==> config.mk <==
export PLATFORM = sky130hd
export DESIGN_NAME = s128alu_step
export DESIGN_NICKNAME = d
export VERILOG_FILES = /design/src/hw/rtl/s128alu_pkg.sv /design/src/hw/rtl/s128alu_step.sv
export SDC_FILE = /design/constraint.sdc
export NUM_CORES = 2
export LEC_CHECK = 0
export BUFFER_PORTS_ARGS = -buffer_cell sky130_fd_sc_hd__buf_4
export CORE_AREA = 10 10 396 398
export CTS_CLUSTER_SIZE = 20
export DETAILED_ROUTE_END_ITERATION = 12
export DIE_AREA = 0 0 406 408
export GPL_TIMING_DRIVEN = 0
export PLACE_DENSITY = 0.57
export SYNTH_ARGS = -nofsm -noshare
export SYNTH_HDL_FRONTEND = slang
export SYNTH_SLANG_ARGS = --single-unit
==> constraint.sdc <==
create_clock -name clk -period 1 [get_ports clk]
set_input_delay 0.1 -clock clk [delete_from_list [all_inputs] [get_ports clk]]
set_output_delay 0.1 -clock clk [all_outputs]
set_load 0.02 [all_outputs]
==> src/hw/rtl/s128alu_pkg.sv <==
`timescale 1ns / 1ps
package s128alu_pkg;

	localparam int DATA_W        = 128;
	localparam int HALF_W        = 64;
	localparam int FUNC_W        = 4;
	localparam int SHAMT_W       = 7;
	localparam int DEFAULT_WIDTH = 128;

	localparam logic [FUNC_W-1:0] FUNC_ADD = 4'd0;
	localparam logic [FUNC_W-1:0] FUNC_SUB = 4'd1;
	localparam logic [FUNC_W-1:0] FUNC_MUL = 4'd2;
	localparam logic [FUNC_W-1:0] FUNC_DIV = 4'd3;
	localparam logic [FUNC_W-1:0] FUNC_SHL = 4'd4;
	localparam logic [FUNC_W-1:0] FUNC_SAR = 4'd5;
	localparam logic [FUNC_W-1:0] FUNC_ROL = 4'd6;
	localparam logic [FUNC_W-1:0] FUNC_ROR = 4'd7;
	localparam logic [FUNC_W-1:0] FUNC_AND = 4'd8;
	localparam logic [FUNC_W-1:0] FUNC_OR  = 4'd9;
	localparam logic [FUNC_W-1:0] FUNC_XOR = 4'd10;
	localparam logic [FUNC_W-1:0] FUNC_NOT = 4'd11;

	typedef struct packed {
		logic [FUNC_W-1:0] func;
		logic              neg;
		logic              dz;
		logic              ovf;
	} ctl_t;

endpackage

==> src/hw/rtl/s128alu_step.sv <==
`timescale 1ns / 1ps
module s128alu_step import s128alu_pkg::*; #(
	parameter int WIDTH = DEFAULT_WIDTH,
	parameter int IDX   = 0
) (
	input  logic                clk,
	input  logic                arst_n,
	input  logic                en,
	input  logic                valid_d,
	input  ctl_t                ctl_d,
	input  logic [WIDTH-1:0]    a_mag_d,
	input  logic [WIDTH-1:0]    b_mag_d,
	input  logic [2*WIDTH-1:0]  work_d,
	output logic                valid_s,
	output ctl_t                ctl_s,
	output logic [WIDTH-1:0]    a_mag_s,
	output logic [WIDTH-1:0]    b_mag_s,
	output logic [2*WIDTH-1:0]  work_s
);

	localparam int BIT = WIDTH - 1 - IDX;

	logic [2*WIDTH-1:0] prod;
	logic [WIDTH-1:0]   rem_sh, rem_sub;
	logic               ge;
	logic [2*WIDTH-1:0] work_nx;

	// multiply: shift-add over magnitude bits of b, msb first
	assign prod = {work_d[2*WIDTH-2:0], 1'b0} +
		(b_mag_d[BIT] ? {{WIDTH{1'b0}}, a_mag_d} : {(2*WIDTH){1'b0}});

	// divide: restoring step, remainder in upper half, quotient shifts into lower half
	assign rem_sh  = {work_d[2*WIDTH-2:WIDTH], a_mag_d[BIT]};
	assign ge      = rem_sh >= b_mag_d;
	assign rem_sub = rem_sh - b_mag_d;

	always_comb begin
		case (ctl_d.func)
			FUNC_MUL: work_nx = prod;
			FUNC_DIV: work_nx = {(ge ? rem_sub : rem_sh), work_d[WIDTH-2:0], ge};
			default:  work_nx = work_d;
		endcase
	end

	always_ff @(posedge clk or negedge arst_n) begin
		if (!arst_n) begin
			valid_s <= 1'b0;
		end else if (en) begin
			valid_s <= valid_d;
		end
	end

	always_ff @(posedge clk) begin
		if (en) begin
			ctl_s   <= ctl_d;
			a_mag_s <= a_mag_d;
			b_mag_s <= b_mag_d;
			work_s  <= work_nx;
		end
	end

endmodule

# Word-level counts from Yosys, hierarchy flattened
# Index checks and enable logic that the tools add are counted.
# totals
regBits,520
latch_bits,0
mem_bits_rw,0
mem_bits_ro,0
inputBits,523
output_inout_bits,520
elab_cells,16
n_memories,0
# classes
add_sub_neg,2
multipliers,0
div,0
order_cmp,1
eq_ne,2
shifts,0
muxes,3
bitwise,0
reduce_logical,0
# op_table
cell,count
case mux 256 bit (2 select lines),1
adder 256 x 128 -> 256 bit,1
2-to-1 mux 128 bit,2
greater-or-equal comparator 128 bit,1
subtractor 128 bit,1
== test 4 x 2 -> 1 bit (second input constant),2

# Depth between registers and ports, before layout
# depth
word_depth,3
mapped_depth,19
ltp_nobuf,16

# Least setup slack after synthesis
# Ideal clock, no wire load.
# synth_path
path_type,input to register
from,input port b_mag_d[127]
to,"register work_s[165], data pin"
setup_time_ps,275
arrival_time_ps,3493
required_ps,725
slack_ps,-2768
path_stages,18
n_path_buf,4
path_cell_list,clkbuf_1 clkbuf_1 and2_1 ha_1 buf_2 a21oi_1 o21ai_0 a221oi_1 o21a_1 a211oi_1 o2111a_1 or3_1 a31oi_4 o21ai_2 buf_2 nand2_1 xor2_1 o221ai_1
# synth_between
elab_chain_cells,3
elab_cells_between_ends,5
classes_between,add/sub: 1; order compare: 1; mux: 3
# synth_lines
element,line,text
"start, declared",s128alu_step.sv:12,"input logic [WIDTH-1:0] b_mag_d,"
2-to-1 mux 128 bit or greater-or-equal comparator 128 bit (tied branches),"s128alu_step.sv:30, s128alu_step.sv:34",
adder 256 x 128 -> 256 bit or 2-to-1 mux 128 bit (tied branches),"s128alu_step.sv:29, s128alu_step.sv:40",
case mux 256 bit (2 select lines) *,s128alu_step.sv:38,case (ctl_d.func)
via work_nx[165],s128alu_step.sv:26,logic [2*WIDTH-1:0] work_nx;
"end signal, assigned",s128alu_step.sv:58,work_s <= work_nx;
"end, declared",s128alu_step.sv:18,output logic [2*WIDTH-1:0] work_s
# Mark *: on every way through the listed nets, which the timed path passes. The rest lies on a longest branch.
# A chain may end at the register's enable or synchronous reset.

# Final worst setup path
# layout_path
from,input port b_mag_d[127]
to,"register work_s[46], data pin"
# layout_between
elab_chain_cells,3
# layout_lines
element,line,text
2-to-1 mux 128 bit,s128alu_step.sv:30,"(b_mag_d[BIT] ? {{WIDTH{1'b0}}, a_mag_d} : {(2*WIDTH){1'b0}});"
adder 256 x 128 -> 256 bit,s128alu_step.sv:29,"assign prod = {work_d[2*WIDTH-2:0], 1'b0} +"
case mux 256 bit (2 select lines),s128alu_step.sv:38,
via work_nx[46],s128alu_step.sv:26,
# The timed path passes the listed nets, and every way through them passes these cells.

==> results.json <==
{
  "status": "finished, violations left",
  "violations": "negative hold slack, max-capacitance violations, max-slew violations, negative setup slack",
  "reg2reg_depth": 1,
  "r2r-end": "valid_s$_DFFE_PN0P_",
  "syn_nets": 6158,
  "wl_per_cell_um": 35.3,
  "worstHoldPathType": "primary input to register",
  "muxShareOfSynthArea": 0.0141,
  "maxCapViolCount": 12,
  "grt_max_degree": 123,
  "hold_ws_ns": -0.0303,
  "min_period_ns": 4.08,
  "yosysSeqAreaShare": 0.350,
  "rsz0062_at_grt": "true",
  "ys_seq_elements": 520,
  "syn_avg_cell_area_um2": 8.28,
  "netlist_instances": 5378,
  "endpoint_kind": "register",
  "critPathMostFrequentCell": "buf_4",
  "io_pins": 1043,
  "hold_path_depth": 1,
  "startpoint_type": "primary input",
  "clkLatencyLatePin_ns": 0.67,
  "finalSetupViolations": 1028,
  "grtUsageTotal": 0.369,
  "critPathArrivalTime_ns": 4.50,
  "synth_top_family_by_area": "compound AO/OA/AOI/OAI gates",
  "yosysWarnings": 0,
  "nets": 8040,
  "swShare": 0.390,
  "die_h_um": 408,
  "fin_area_um2": 71900,
  "fin_skew_ns": 0,
  "cts_buffers": 57,
  "synthAdderAreaFrac": 0.0725,
  "fill_cells": 14487,
  "synth.distinct_cells": 105,
  "firstDrtPassIters": 8,
  "post-route-util": 0.483,
  "clk_path_buf_depth": 3,
  "drtAntennaViolNets": 0,
  "hold_end": "b_mag_s[111]$_DFFE_PP_",
  "drt-initial-drc-count": 6928,
  "relSlewSlack": -0.159,
  "synth_flop_cell": "edfxtp_1",
  "rr_startpoint": "valid_s$_DFFE_PN0P_",
  "fp.dieW_um": 406,
  "finalCritPeriodShare": 4.08,
  "grt_pass1_wl_mm": 435,
  "crit_buf_inv": 25,
  "vias_per_cell": 6.03,
  "placementRows": 142,
  "tritoncts": "built",
  "place_congestion": 1.02,
  "start_util": 0.299,
  "reg2reg_setup_slack_ns": 0.24,
  "yosys.area_share.simple": 0.212,
  "critPathTopFamily": "buffers and inverters",
  "cts-root-buf": "clkbuf_16",
  "combPwrFrac": 0.433,
  "slowest_delay_ns": 0.25,
  "power.density_nw_per_um2": 1180,
  "synth_xor_area_frac": 0.0633,
  "hpwl_mm": 255,
  "clk_pin_slew_ns": 0.06,
  "post-place-ws_ns": -5.73,
  "drc": 0,
  "synth_area_um2": 44500,
  "async_flop_share": 0.00192,
  "clock_sinks": 520,
  "synth_compound_area_frac": 0.238,
  "p_int_mw": 51.9,
  "fmax_mhz": 245,
  "layout_common_cells": "buf_4 (1304), nand2_1 (573), edfxtp_1 (519)",
  "seqPwrFrac": 0.315,
  "report.final.slew_viol_count": 110,
  "tightest_slew_ns": 1.74,
  "power.net_switching_mw": 33.1,
  "path_max_fanout": 5,
  "place_area_um2": 55900,
  "core_um2": 149000,
  "grt_overflow_total": 0,
  "cp.required_ns": 1.42,
  "path_class": "primary input to register",
  "die_area_um2": 166000,
  "port_buffers": 1041,
  "holdCritStartpoint": "en",
  "critPathSlowestCell": "ha_4",
  "setup_tns_ns": -914.82,
  "synth_edf_count": 519,
  "fin_ws_ns": -3.08,
  "finalWirelength_mm": 327,
  "leakage_nw": 28.9,
  "hold_violations": 39,
  "ir_worst_vdd_uv": 1330,
  "p_clk_frac": 0.251,
  "antenna_found_initial": 57,
  "layout_commonest_cell": "buf_4",
  "htree_levels": 2,
  "num_vias": 55995,
  "grt_pass1_vias": 53401,
  "layout-drive-gt1-share": 0.347,
  "area_growth_syn_to_layout_pct": 61.4
}
==> timing repair <==
action / in CTS / in global routing
hold endpoints to repair: 544 / 19
pin swaps: 225 / 250
buffers inserted: 200 / 168
cloned: 6 / 3
gates resized for setup: 843 / 601
hold buffers: 479 / 20
endpoints found under the setup margin: 1003 / 1077
==> through the flow <==
stage / total power [mW] / hold WS [ns] / std cells
2_1_floorplan: 42.2 / -0.196 / 5378
3_3_place_gp: 56.4 / -0.122 / 8363
3_5_place_dp: 56.2 / -0.123 / 8369
4_1_cts: 81.9 / -0.0324 / 9110
5_1_grt: 87.4 / -0.0109 / 9267
6_report: 85.0 / -0.0303 / 9280
==> synth_stat cells (11+ instances only) <==
cell,n,share of area
a211oi_1,38,0.0064
a21boi_0,25,0.0042
a21o_1,131,0.022
a21oi_1,582,0.065
a221oi_1,30,0.0059
a22oi_1,11,0.0019
a31oi_1,50,0.0070
and2_1,148,0.021
and3_1,76,0.011
and4_1,26,0.0051
buf_2,63,0.0071
clkbuf_1,257,0.022
edfxtp_1,519,0.35
ha_1,255,0.072
inv_1,224,0.019
mux2i_1,55,0.012
nand2_1,625,0.053
nand3_1,134,0.015
nand4_1,202,0.028
nor2_1,441,0.037
nor2b_1,13,0.0018
nor3_1,121,0.014
nor4_1,41,0.0058
o211ai_1,41,0.0069
o21a_1,58,0.0098
o21ai_0,421,0.047
o21ai_1,20,0.0022
o21bai_1,89,0.015
o221ai_1,51,0.010
o31a_1,13,0.0026
o31ai_1,22,0.0037
or2_2,21,0.0029
or3_1,37,0.0052
or4_1,11,0.0019
xnor2_1,202,0.040
xor2_1,120,0.024
==> flip-flops by register name, indices dropped and copies added (netlist names) <==
signal	flops
valid_s	1
a_mag_s	128
ctl_s	7
b_mag_s	128
work_s	256
==> layout make-up <==
class | count | area [um^2] | area share
Multi-Input combinational cell | 4295 | 33200 | 0.461
Timing Repair Buffer | 1904 | 16200 | 0.226
Sequential cell | 520 | 15600 | 0.217
Tap cell | 1944 | 2430 | 0.0338
Buffer | 257 | 1740 | 0.0242
Clock buffer | 76 | 1520 | 0.0211
Inverter | 225 | 857 | 0.0119
Clock inverter | 26 | 265 | 0.00369
Antenna cell | 33 | 82.6 | 0.00115
==> cells by family (layout without fill, tap and decap cells) <==
kind of cell | after synthesis | count (layout)
fa+ha+maj | 257 | 257
other cells | 0 | 33
xor+xnor | 322 | 322
compound gates | 1708 | 1708
mux | 62 | 62
buf+inv | 563 | 2488
simple gates | 1946 | 1946
flops | 520 | 520
==> power groups by stage <==
| stage | Combinational, mW | Sequential, mW | Clock (mW) |
|---|---|---|---|
| 6_report | 36.8 | 26.8 | 21.3 |
| 5_1_grt | 38.0 | 27.0 | 22.4 |
| 4_1_cts | 33.4 | 26.8 | 21.7 |
| 3_5_place_dp | 29.0 | 27.2 | 0 |
| 3_3_place_gp | 29.0 | 27.4 | 0 |
| 2_1_floorplan | 12.6 | 29.6 | 0 |
==> worst max path at each step <==
stage / start / end / slack (ns) / cells after the start
2_1_floorplan: b_mag_d[127] / work_s[254]$_DFFE_PP_ / -2.45 / 17
3_3_place_gp: b_mag_d[127] / work_s[240]$_DFFE_PP_ / -5.74 / 16
3_5_place_dp: b_mag_d[127] / work_s[230]$_DFFE_PP_ / -5.73 / 16
4_1_cts: b_mag_d[127] / work_s[46]$_DFFE_PP_ / -3.08 / 35
5_1_grt: b_mag_d[127] / work_s[46]$_DFFE_PP_ / -3.18 / 34
6_report: b_mag_d[127] / work_s[46]$_DFFE_PP_ / -3.08 / 34
==> metal layers <==
metal | vias up | part of all wire | global-route usage
met5 | - | 0.0011 | 0
met4 | 26 | 0.056 | 0.180
met3 | 790 | 0.10 | 0.0957
met2 | 3490 | 0.44 | 0.563
met1 | 27956 | 0.40 | 0.481
li1 | 23733 | - | -
(Power assumes the default switching activity.)
