### src/hw/rtl/s128alu_pkg.sv
`timescale 1ns / 1ps
package s128alu_pkg;

	localparam int DATA_W        = 128;
	localparam int HALF_W        = 64;
	localparam int FUNC_W        = 4;
	localparam int SHAMT_W       = 7;
	localparam int DEFAULT_WIDTH = 128;

	localparam logic [FUNC_W-1:0] FUNC_ADD = 4'd0;
	localparam logic [FUNC_W-1:0] FUNC_SUB = 4'd1;
	localparam logic [FUNC_W-1:0] FUNC_MUL = 4'd2;
	localparam logic [FUNC_W-1:0] FUNC_DIV = 4'd3;
	localparam logic [FUNC_W-1:0] FUNC_SHL = 4'd4;
	localparam logic [FUNC_W-1:0] FUNC_SAR = 4'd5;
	localparam logic [FUNC_W-1:0] FUNC_ROL = 4'd6;
	localparam logic [FUNC_W-1:0] FUNC_ROR = 4'd7;
	localparam logic [FUNC_W-1:0] FUNC_AND = 4'd8;
	localparam logic [FUNC_W-1:0] FUNC_OR  = 4'd9;
	localparam logic [FUNC_W-1:0] FUNC_XOR = 4'd10;
	localparam logic [FUNC_W-1:0] FUNC_NOT = 4'd11;

	typedef struct packed {
		logic [FUNC_W-1:0] func;
		logic              neg;
		logic              dz;
		logic              ovf;
	} ctl_t;

endpackage

### src/hw/rtl/s128alu_post.sv
`timescale 1ns / 1ps
module s128alu_post import s128alu_pkg::*; #(
	parameter int WIDTH = DEFAULT_WIDTH
) (
	input  logic                clk,
	input  logic                arst_n,
	input  logic                en,
	input  logic                valid_d,
	input  ctl_t                ctl_d,
	input  logic [2*WIDTH-1:0]  work_d,
	output logic                out_valid,
	output logic [HALF_W-1:0]   result_hi,
	output logic [HALF_W-1:0]   result_lo,
	output logic                overflow,
	output logic                divide_by_zero
);

	logic [WIDTH-1:0]  low_w, neg_w, res_w;
	logic [DATA_W-1:0] res128;
	logic              ovf, p_ge, p_eq;

	assign low_w = work_d[WIDTH-1:0];
	assign neg_w = ~low_w + 1'b1;

	// product magnitude against 2^(WIDTH-1)
	assign p_ge = |work_d[2*WIDTH-1:WIDTH-1];
	assign p_eq = (work_d[2*WIDTH-1:WIDTH] == '0) && work_d[WIDTH-1] &&
		(work_d[WIDTH-2:0] == '0);

	always_comb begin
		res_w = low_w;
		ovf   = ctl_d.ovf;
		case (ctl_d.func)
			FUNC_MUL: begin
				res_w = ctl_d.neg ? neg_w : low_w;
				ovf   = ctl_d.neg ? (p_ge && !p_eq) : p_ge;
			end
			FUNC_DIV: begin
				if (ctl_d.dz) begin
					res_w = '0;
					ovf   = 1'b0;
				end else begin
					res_w = ctl_d.neg ? neg_w : low_w;
					ovf   = !ctl_d.neg && low_w[WIDTH-1];
				end
			end
			default: begin
				res_w = low_w;
				ovf   = ctl_d.ovf;
			end
		endcase
	end

	generate
		if (WIDTH >= DATA_W) begin : g_cut
			assign res128 = res_w[DATA_W-1:0];
		end else begin : g_ext
			assign res128 = {{(DATA_W-WIDTH){res_w[WIDTH-1]}}, res_w};
		end
	endgenerate

	always_ff @(posedge clk or negedge arst_n) begin
		if (!arst_n) begin
			out_valid <= 1'b0;
		end else if (en) begin
			out_valid <= valid_d;
		end
	end

	always_ff @(posedge clk) begin
		if (en) begin
			result_hi      <= res128[DATA_W-1:HALF_W];
			result_lo      <= res128[HALF_W-1:0];
			overflow       <= ovf;
			divide_by_zero <= ctl_d.dz;
		end
	end

endmodule

### config.mk
export PLATFORM = sky130hd
export DESIGN_NAME = s128alu_post
export DESIGN_NICKNAME = d
export VERILOG_FILES = /design/src/hw/rtl/s128alu_pkg.sv /design/src/hw/rtl/s128alu_post.sv
export SDC_FILE = /design/constraint.sdc
export NUM_CORES = 1
export LEC_CHECK = 0
export ABC_AREA = 1
export BUFFER_PORTS_ARGS = -buffer_cell sky130_fd_sc_hd__buf_2
export CAP_MARGIN = 20
export CORE_ASPECT_RATIO = 1.25
export CORE_MARGIN = 4
export CORE_UTILIZATION = 30
export CTS_CLUSTER_DIAMETER = 120
export DETAILED_ROUTE_END_ITERATION = 8
export GPL_TIMING_DRIVEN = 0
export PLACE_DENSITY = 0.6
export SYNTH_ARGS = -nofsm -noshare
export SYNTH_HDL_FRONTEND = slang
export SYNTH_SLANG_ARGS = --single-unit
### constraint.sdc
create_clock -name clk -period 1.15 [get_ports clk]
set_clock_uncertainty 0.1 [all_clocks]
set_input_delay 0.23 -clock clk [delete_from_list [all_inputs] [get_ports clk]]
set_output_delay 0.23 -clock clk [all_outputs]
set_load 0.01 [all_outputs]
# Word level (Yosys, flattened, before mapping)
# Cells that the tools add are included.
[totals]
out_inout_bits = 131
reg_bits = 131
[classes]
add_sub_neg = 1
reduce_logical = 9
eq_ne = 2
muxes = 6
bitwise = 1
[ops]
columns = ["op", "count"]
rows = [
  ["$mux W128", 2],
  ["$pmux W128 S2", 1],
  ["$reduce_or A129 Y1", 1],
  ["$add A128 B1 Y128 const B", 1],
  ["$logic_not A128 Y1", 1],
  ["$not A128 Y128", 1],
  ["$logic_not A127 Y1", 1],
  ["$eq A4 B2 Y1 const B", 2],
  ["$logic_and A1 B1 Y1", 4],
  ["$logic_not A1 Y1", 2],
  ["$mux W1", 2],
  ["$pmux W1 S2", 1],
]

# Depth between registers and ports, before layout
# Gate-level depths: netlist of the first run.
[logic_depth]
ltp_word = 7
mapped_depth = 14
mapped_depth_nobuf = 14

# Worst setup path before layout of the first run
# No wires, ideal clock.
[synth_path]
path_type = "input-to-reg"
start = "input work_d[0]"
end = "register result_hi[2] (data pin)"
setup_time_ns = 0.264
path_buffers = 0
path_slack_ns = -0.712
arrival_ns = 1.498
path_stages = 13
path_cell_list = "inv_1 -> ha_1 -> nand2_2 -> nor2_8 -> nand2_1 -> nor2_2 -> nand2_1 -> nor2_2 -> nand2_1 -> nand2_1 -> nand2_1 -> nand3_1 -> o21ai_0"
[synth_between]
elab_chain_cells = 5
[synth_lines]
columns = ["item", "line", "text"]
rows = [
  ["start: declaration", "s128alu_post.sv:10", "input logic [2*WIDTH-1:0] work_d,"],
  ["$not A128 Y128 *", "s128alu_post.sv:23", "assign neg_w = ~low_w + 1'b1;"],
  ["$add A128 B1 Y128 *", "s128alu_post.sv:23", ""],
  ["$mux W128 *", "s128alu_post.sv:35, s128alu_post.sv:43", ""],
  ["$mux W128", "s128alu_post.sv:39", "if (ctl_d.dz) begin"],
  ["$pmux W128 S2 *", "s128alu_post.sv:33", "case (ctl_d.func)"],
  ["named net res128[66]", "s128alu_post.sv:19", "logic [DATA_W-1:0] res128;"],
  ["end signal: assignment", "s128alu_post.sv:72", "result_hi <= res128[DATA_W-1:HALF_W];"],
  ["end: declaration", "s128alu_post.sv:12", "output logic [HALF_W-1:0] result_hi,"],
]
# The timed path passes the listed nets; every way through them passes the cells marked *.
# A chain may end at the register's enable or synchronous reset.

# Worst setup path in the final report of the first run
[layout_path]
start = "input work_d[0]"
end = "register result_hi[24] (data pin)"
# The elaborated chain is that of the path after synthesis.

==> impl_results.md, run 1 <==
* Outcome: complete, but fails checks
* Violated checks: negative setup slack
* Internal reg-to-reg setup slack at around 0.32 ns
* Worst r2r path cells at 1
* Die area at just under 40000 um2
* Grt ovf at 0
* Cells after Synth at about 1700
* Largest cells by area after synthesis: edfxtp_1, nand2_1, nor2_1, nand3_1, inv_1
* Wirelength per Cell at 24.1 um
* Final-stage net count at about 2700
* Number of port buffers at around 400
* Sequential fraction of the synthesis area at a little over a third
* Vias in the first global route at around 15000
* Reg2reg start: out_valid
* Commonest cells post-synth: nand2_1, nor2_1, nand3_1
* Fmax at around 580 MHz
* Min Hold Slack at approximately 0.0032 ns
* Largest stage delay, worst path at 0.27 ns
* # DRC at 0
* WP data arrival at 1.92 ns
* Longest Clk Path Bufs at 2
* Mapped Area at 10900 um2
* Finished Core Util at slightly below 60%
* Placed cell count at between 2000 and 3000
* Worst-path clk slew at about 0.060 ns
* Crit path time final at 1.71 ns
* Via count at about 16000
* Post-synth EDFFs at 130
* Crit Path Class: in -> reg
* Clk root buf: clkbuf_16
* Die Ht at 221 um
* Cell variety after synth at 39
* CP dominant cell by count: buf_12
* RSZ-0062 raised after global routing: true
* Placer Congestion at 0.963
* IO Pins at just under 400
* CP endpoint kind: flop
* Tcrit/Tclk final at 149%
* H-Tree Depth at 4
* Core area at roughly 36000 um2
* Total Routing Usage GR at a little under a third
* Max-cap violations at 0
* CTS sink cnt at 131
* Number of fill cells at roughly 3200
* TritonCTS Buffers at 17
* Final Max Tran Viols at 0
* Worst path cell trace: buf_12, clkinv_8, ha_4, nand2_4, nor2_8, nand3_4, buf_12, nor2_4, nand4_1, nand3_1, nand2_1, a21oi_2
* WHS Path Cells at 3
* Type of origin of the critical path: input pin
* Main flop type after synthesis: edfxtp_1
* Clk_lat worst skew at 0.46 ns
* Syn Nets at around 2000
* Drt total wl at 69100 um
* Antenna Nets Post-Route at 0
* Initial Utilization at between 30% and 40%
* Avg Inst Size Synth at approximately 6.3 um2
* Synth area leader: edfxtp_1
* Seq cells post-synth at 131
* Area of the multi-input gates at between 9000 and 10000 um2
* 1st-pass router iterations at 5
* Critical path required time at roughly 1.4 ns
* First-pass GRT wire length at 92900 um
* CTS tree: built
* Slowest-stage cell, CP: nand4_1
* Die Width at about 180 um
* Reg2reg end: out_valid
* Worst vdd ir at 0.000899 V
* Hpwl dp at ~50000 um
* Placement Setup Slack at -1.49 ns
* Post-synth ARST share at less than 1%
* Layout area overhead at 88.9%
* Post-Layout Cell Count at 2874
* Pwr/cell area at a little under 800 nW/um2
* YS warnings at 0
* Worst hold path class: in -> reg
* Slew @ Worst Pin at between 0.5 and 0.6 ns
* LEAKAGE at roughly 9 nW
* Initial DRC Count at 1526
* Largest net degree at the start of global routing at 78
* Worst relative slew slack at approximately 63%
* Post-DR vias/cell at about 5.5
* CP max FO at 5
* Layout cell share with drive strength beyond 1 at around 60%
* Hold Path Sink: result_lo[38]
* Initial antenna violation count at 3
* Final Setup Violations at 258
* Count leader, synth: nand2_1
* Share of the synthesized area in the top cell type at between 30% and 40%
* Sequential Area at 3930 um2
* Hold Vio Cnt, Final at 0
* Setup ws final at -0.563 ns
* Hold wc startpoint: work_d[38]
* Site Rows at 77
==> metrics by stage <==
stage / total power [mW] / cell area, um2 / TNS (ns)
6_report: 16.2 / 20600 / -67.64
2_1_floorplan: 7.46 / 11500 / -47.17
3_3_place_gp: 9.25 / 14000 / -357.78
4_1_cts: 15.7 / 18300 / -55.44
5_1_grt: 16.7 / 20600 / -74.50
3_5_place_dp: 9.27 / 14100 / -165.00
==> flip-flops by register name, summed over array words and instances, names as in the netlist <==
signal,cells
divide_by_zero,1
result_hi,64
overflow,1
out_valid,1
result_lo,64
==> report_power, final <==
| part | leakage [nW] | switching [mW] | internal, mW | total (mW) |
|---|---|---|---|---|
| Sequential | 1.28 | 0.108 | 5.77 | 5.88 |
| Clock | 0.283 | 2.28 | 3.38 | 5.66 |
| Combinational | 7.37 | 2.81 | 1.86 | 4.67 |
==> per-layer routing <==
layer	GRT usage (%)	vias to the layer above	share of wire, %
met5	0	-	0.019
met4	16.9	2	7.9
met3	4.34	341	7.8
met2	52.2	990	47
met1	39.9	7409	38
li1	-	6992	-
==> cell usage in the layout, fill, tap and decap left out, types with 6 or more instances in the layout <==
| cell type | n |
|---|---|
| a21oi_1 | 15 |
| a21oi_2 | 46 |
| buf_12 | 16 |
| buf_2 | 343 |
| buf_4 | 166 |
| buf_6 | 96 |
| buf_8 | 18 |
| clkbuf_16 | 22 |
| clkbuf_2 | 6 |
| clkbuf_4 | 9 |
| dlygate4sd3_1 | 20 |
| edfxtp_1 | 130 |
| inv_1 | 97 |
| inv_2 | 33 |
| inv_4 | 24 |
| inv_6 | 6 |
| nand2_1 | 340 |
| nand2_2 | 125 |
| nand2_4 | 65 |
| nand3_1 | 94 |
| nand3_2 | 52 |
| nand3_4 | 38 |
| nand4_1 | 38 |
| nor2_1 | 162 |
| nor2_2 | 77 |
| nor2_4 | 164 |
| nor3_1 | 12 |
| nor3_2 | 7 |
| nor3_4 | 6 |
| o21ai_0 | 6 |
| o21ai_1 | 30 |
| o21ai_2 | 20 |
| o21ai_4 | 8 |
| o22ai_1 | 10 |
| o22ai_2 | 6 |
| xor2_1 | 19 |
==> layout make-up <==
class                           count  share of cell area (%)
Clock inverter                     14                   0.788
Inverter                          169                    3.89
Buffer                             43                    1.90
Multi-Input combinational cell   1380                    46.4
Antenna cell                        1                  0.0121
Timing Repair inverter              1                  0.0364
Sequential cell                   131                    19.0
Timing Repair Buffer              643                    23.0
Tap cell                          474                    2.87
Clock buffer                       18                    2.08
==> how the worst max path moves through the flow <==
stage,start,to,slack (ns),cells past startpoint
after global routing,work_d[25],result_hi[41],-0.58,12
after floorplan,work_d[1],result_hi[28],-0.57,13
after detailed placement,work_d[1],result_hi[59],-1.49,11
after global placement,en,out_valid,-1.88,2
final,work_d[0],result_hi[24],-0.56,12
after CTS,work_d[0],overflow,-0.45,12
==> timing repair <==
item,in CTS,in global routing
cloned,3,1
endpoints found under the setup margin,260,261
endpoints found under the hold margin,19,0
hold buffers,20,0
resized for setup,679,448
buffers inserted,145,85
pin swaps,162,240
==> kinds of logic after synthesis <==
family / after synthesis / synth area share [%]
compound gates: 158 / 7.76
xor+xnor: 21 / 1.68
fa+ha+maj: 1 / 0.114
buf+inv: 212 / 7.40
flops: 131 / 35.9
mux: 1 / 0.103
simple gates: 1199 / 47.0
==> critical path: cells and delay by family <==
| kind | cells | cell delay, ns |
|---|---|---|
| AND/OR/NAND/NOR | 7 | 1.06 |
| adder cells (fa/ha/maj) | 1 | 0.14 |
| AO/OA/AOI/OAI | 1 | 0.16 |
| buffers and inverters | 3 | 0.32 |
Power figures use the tool's default switching activity.
==> run 2: changes to the inputs <==
REMOVE_ABC_BUFFERS = 1   (was unset)
==> run 2 against run 1 <==
  * The flow still finishes with violations (negative setup slack)
  * Clock-buffer cell count decreased by 1
  * Hold slack better by 0.025 ns
  * Combinational power is 8.8% lower
  * Highest routed layer unchanged
  * Core utilization is 3.3 points lower
  * Critical path type unchanged
  * Setup slack better by 0.0088 ns
  * Final cell count fell by 2.9%
  * Non-clock buffer count is 92 lower
  * Routed wire length is 12% lower
  * Sequential cell count unchanged
  * Sequential share of layout area increased by 1.1 points
==> impl_results.md, run 2 (synthesis results as in run 1) <==
* IO Pins at about 400
* Number of fill cells at between 3000 and 4000
* 1st-pass router iterations at 6
* Slowest-stage cell, CP: nor2_8
* Post-DR vias/cell at 5.33
* Drt total wl at 61100 um
* Setup ws final at -0.554 ns
* Crit path time final at around 1.7 ns
* Hpwl dp at 40600 um
* Core area at around 36000 um2
* Placer Congestion at roughly 0.96
* Wirelength per Cell at ~22 um
* Type of origin of the critical path: input pin
* Worst-path clk slew at 0.07 ns
* Worst hold path class: in -> reg
* Initial DRC Count at between 1000 and 1500
* CTS tree: built
* Die Width at ~180 um
* Number of buffers and inverters on the critical path at 3
* Fmax at roughly 590 MHz
* Clk root buf: clkbuf_16
* Slew @ Worst Pin at approximately 0.54 ns
* Outcome: complete, but fails checks
* # DRC at 0
* Flop pwr share at 35.8%
* Commonest non-fill, non-tap cell in the layout: nand2_1
* Final instance area at 19500 um2
* TritonCTS Buffers at 17
* CP max FO at 7
* Tcrit/Tclk final at 148%
* Pwr/cell area at between 800 and 900 nW/um2
* Initial antenna violation count at 5
* First-pass GRT wire length at about 87000 um
* Violated checks: negative setup slack
* Antenna Nets Post-Route at 0
* Final Max Tran Viols at 0
* Internal at 11.6 mW
* Critical path required time at around 1.2 ns
* CP endpoint kind: flop
* Most frequent cells in the layout: nand2_1, buf_2, nor2_1
* Sw Ratio at about 30%
* Min Hold Slack at roughly 0.028 ns
* CP dominant cell by count: nand2_2
* Layout area overhead at 78.2%
* Clock share of power at between 30% and 40%
* Via count at roughly 15000
* Worst vdd ir at between 0.0009 and 0.001 V
* Crit Path Class: in -> reg
* Area after DPL at 13500 um2
* Comb power frac at about a quarter
* CP top delay family: simple AND/OR/NAND/NOR gates
* Layout cell share with drive strength beyond 1 at 52.3%
* Worst relative slew slack at ~64%
* H-Tree Depth at 4
* CTS sink cnt at between 100 and 150
* Largest regs: result_hi: 64 flops, result_lo: 64 flops
* Clk_lat worst skew at 0.45 ns
* P_sw at 4.90 mW
* Die Ht at 221 um
* Hold Vio Cnt, Final at 0
* Max-cap violations at 0
* Largest net degree at the start of global routing at between 80 and 90
* Largest stage delay, worst path at approximately 0.20 ns
* Number of port buffers at 397
* Final Setup Violations at 261
* Initial Utilization at 30.7%
* Vias in the first global route at around 15000
* Worst path cell trace: buf_8, inv_4, ha_4, nand2_4, nor2_8, nand3_4, buf_12, nor2_4, nand2_2, nand2_2, xor2_1, o22ai_1
* RSZ-0062 raised after global routing: true
* LEAKAGE at about 8.4 nW
* Total Routing Usage GR at about 30%
* Longest Clk Path Bufs at 2
* Final-stage net count at 2568
* Die area at between 30000 and 40000 um2
* Site Rows at 77
* WP data arrival at roughly 1.8 ns
* Grt ovf at 0
==> run 2: changes by cell type in the layout (fill, tap and decap cells not counted), sizes merged <==
| cell | change |
|---|---|
| nand2 | +5 |
| buf | -71 |
| clkbuf | -26 |
| dlygate4sd3 | -3 |
| bufbuf | +7 |
| clkinv | -4 |
| bufinv | +3 |
| diode | +3 |
| inv | +7 |
| clkinvlp | -4 |
==> run 2: layout make-up <==
cell class,count,area (um2),share of cell area [%]
timing repair inverter,2,20.0,0.103
multi-input combinational,1385,9010,46.3
antenna,4,10.0,0.0514
sequential,131,3930,20.2
timing repair buffer,594,4510,23.1
clock inverter,15,235,1.21
tap,474,593,3.04
inverter,169,752,3.86
clock buffer,17,425,2.18
==> run 2: metrics by stage <==
step | util, % | setup slack (ns) | power (mW) | setup TNS [ns] | instances
after floorplan | - | -2.25 | 7.27 | -257.01 | 1680
after global placement | 37.4 | -5.28 | 8.90 | -835.73 | 2551
after detailed placement | 37.8 | -2.79 | 8.92 | -321.71 | 2555
after CTS | 52.0 | -0.456 | 16.2 | -57.42 | 2757
after global routing | 54.6 | -0.645 | 17.0 | -76.32 | 2791
final | 54.6 | -0.554 | 16.5 | -65.11 | 2791
==> run 2: path summary, 6_finish.rpt <==
| check | startpoint | to | slack, ns | depth (start not counted) |
|---|---|---|---|---|
| max in group asynchronous | arst_n | out_valid | 0.35 | 3 |
| min reg2reg | out_valid | out_valid | 0.42 | 1 |
| max | work_d[1] | result_lo[40] | -0.55 | 12 |
| min in group asynchronous | arst_n | out_valid | 0.50 | 3 |
| min | work_d[125] | result_hi[61] | 0.03 | 3 |
| max reg2reg | out_valid | out_valid | 0.30 | 1 |
==> run 2: routing by layer <==
layer / wire [um] / share of wire, % / vias up / global-route usage (%)
met3: 4440 / 7.3 / 225 / 4.81
met1: 22200 / 36 / 6980 / 33.9
met4: 4100 / 6.7 / 2 / 16.1
met5: 13 / 0.021 / - / 0
li1: - / - / 6826 / -
met2: 30300 / 50 / 851 / 51.3
==> run 2: repair_timing <==
| action | CTS | global route |
|---|---|---|
| hold endpoints to repair | 15 | 1 |
| gates cloned | 16 | 0 |
| setup buffers | 140 | 30 |
| pin swaps | 173 | 101 |
| hold buffers | 16 | 1 |
| resized for setup | 822 | 200 |
| setup endpoints to repair | 261 | 298 |
==> run 2: power by group through the flow <==
stage	logic, mW	clock network, mW	registers (mW)
final	4.26	6.31	5.89
after global routing	4.55	6.56	5.92
after CTS	3.97	6.37	5.90
after detailed placement	2.94	0	5.98
after global placement	2.90	0	6.00
after floorplan	1.05	0	6.23
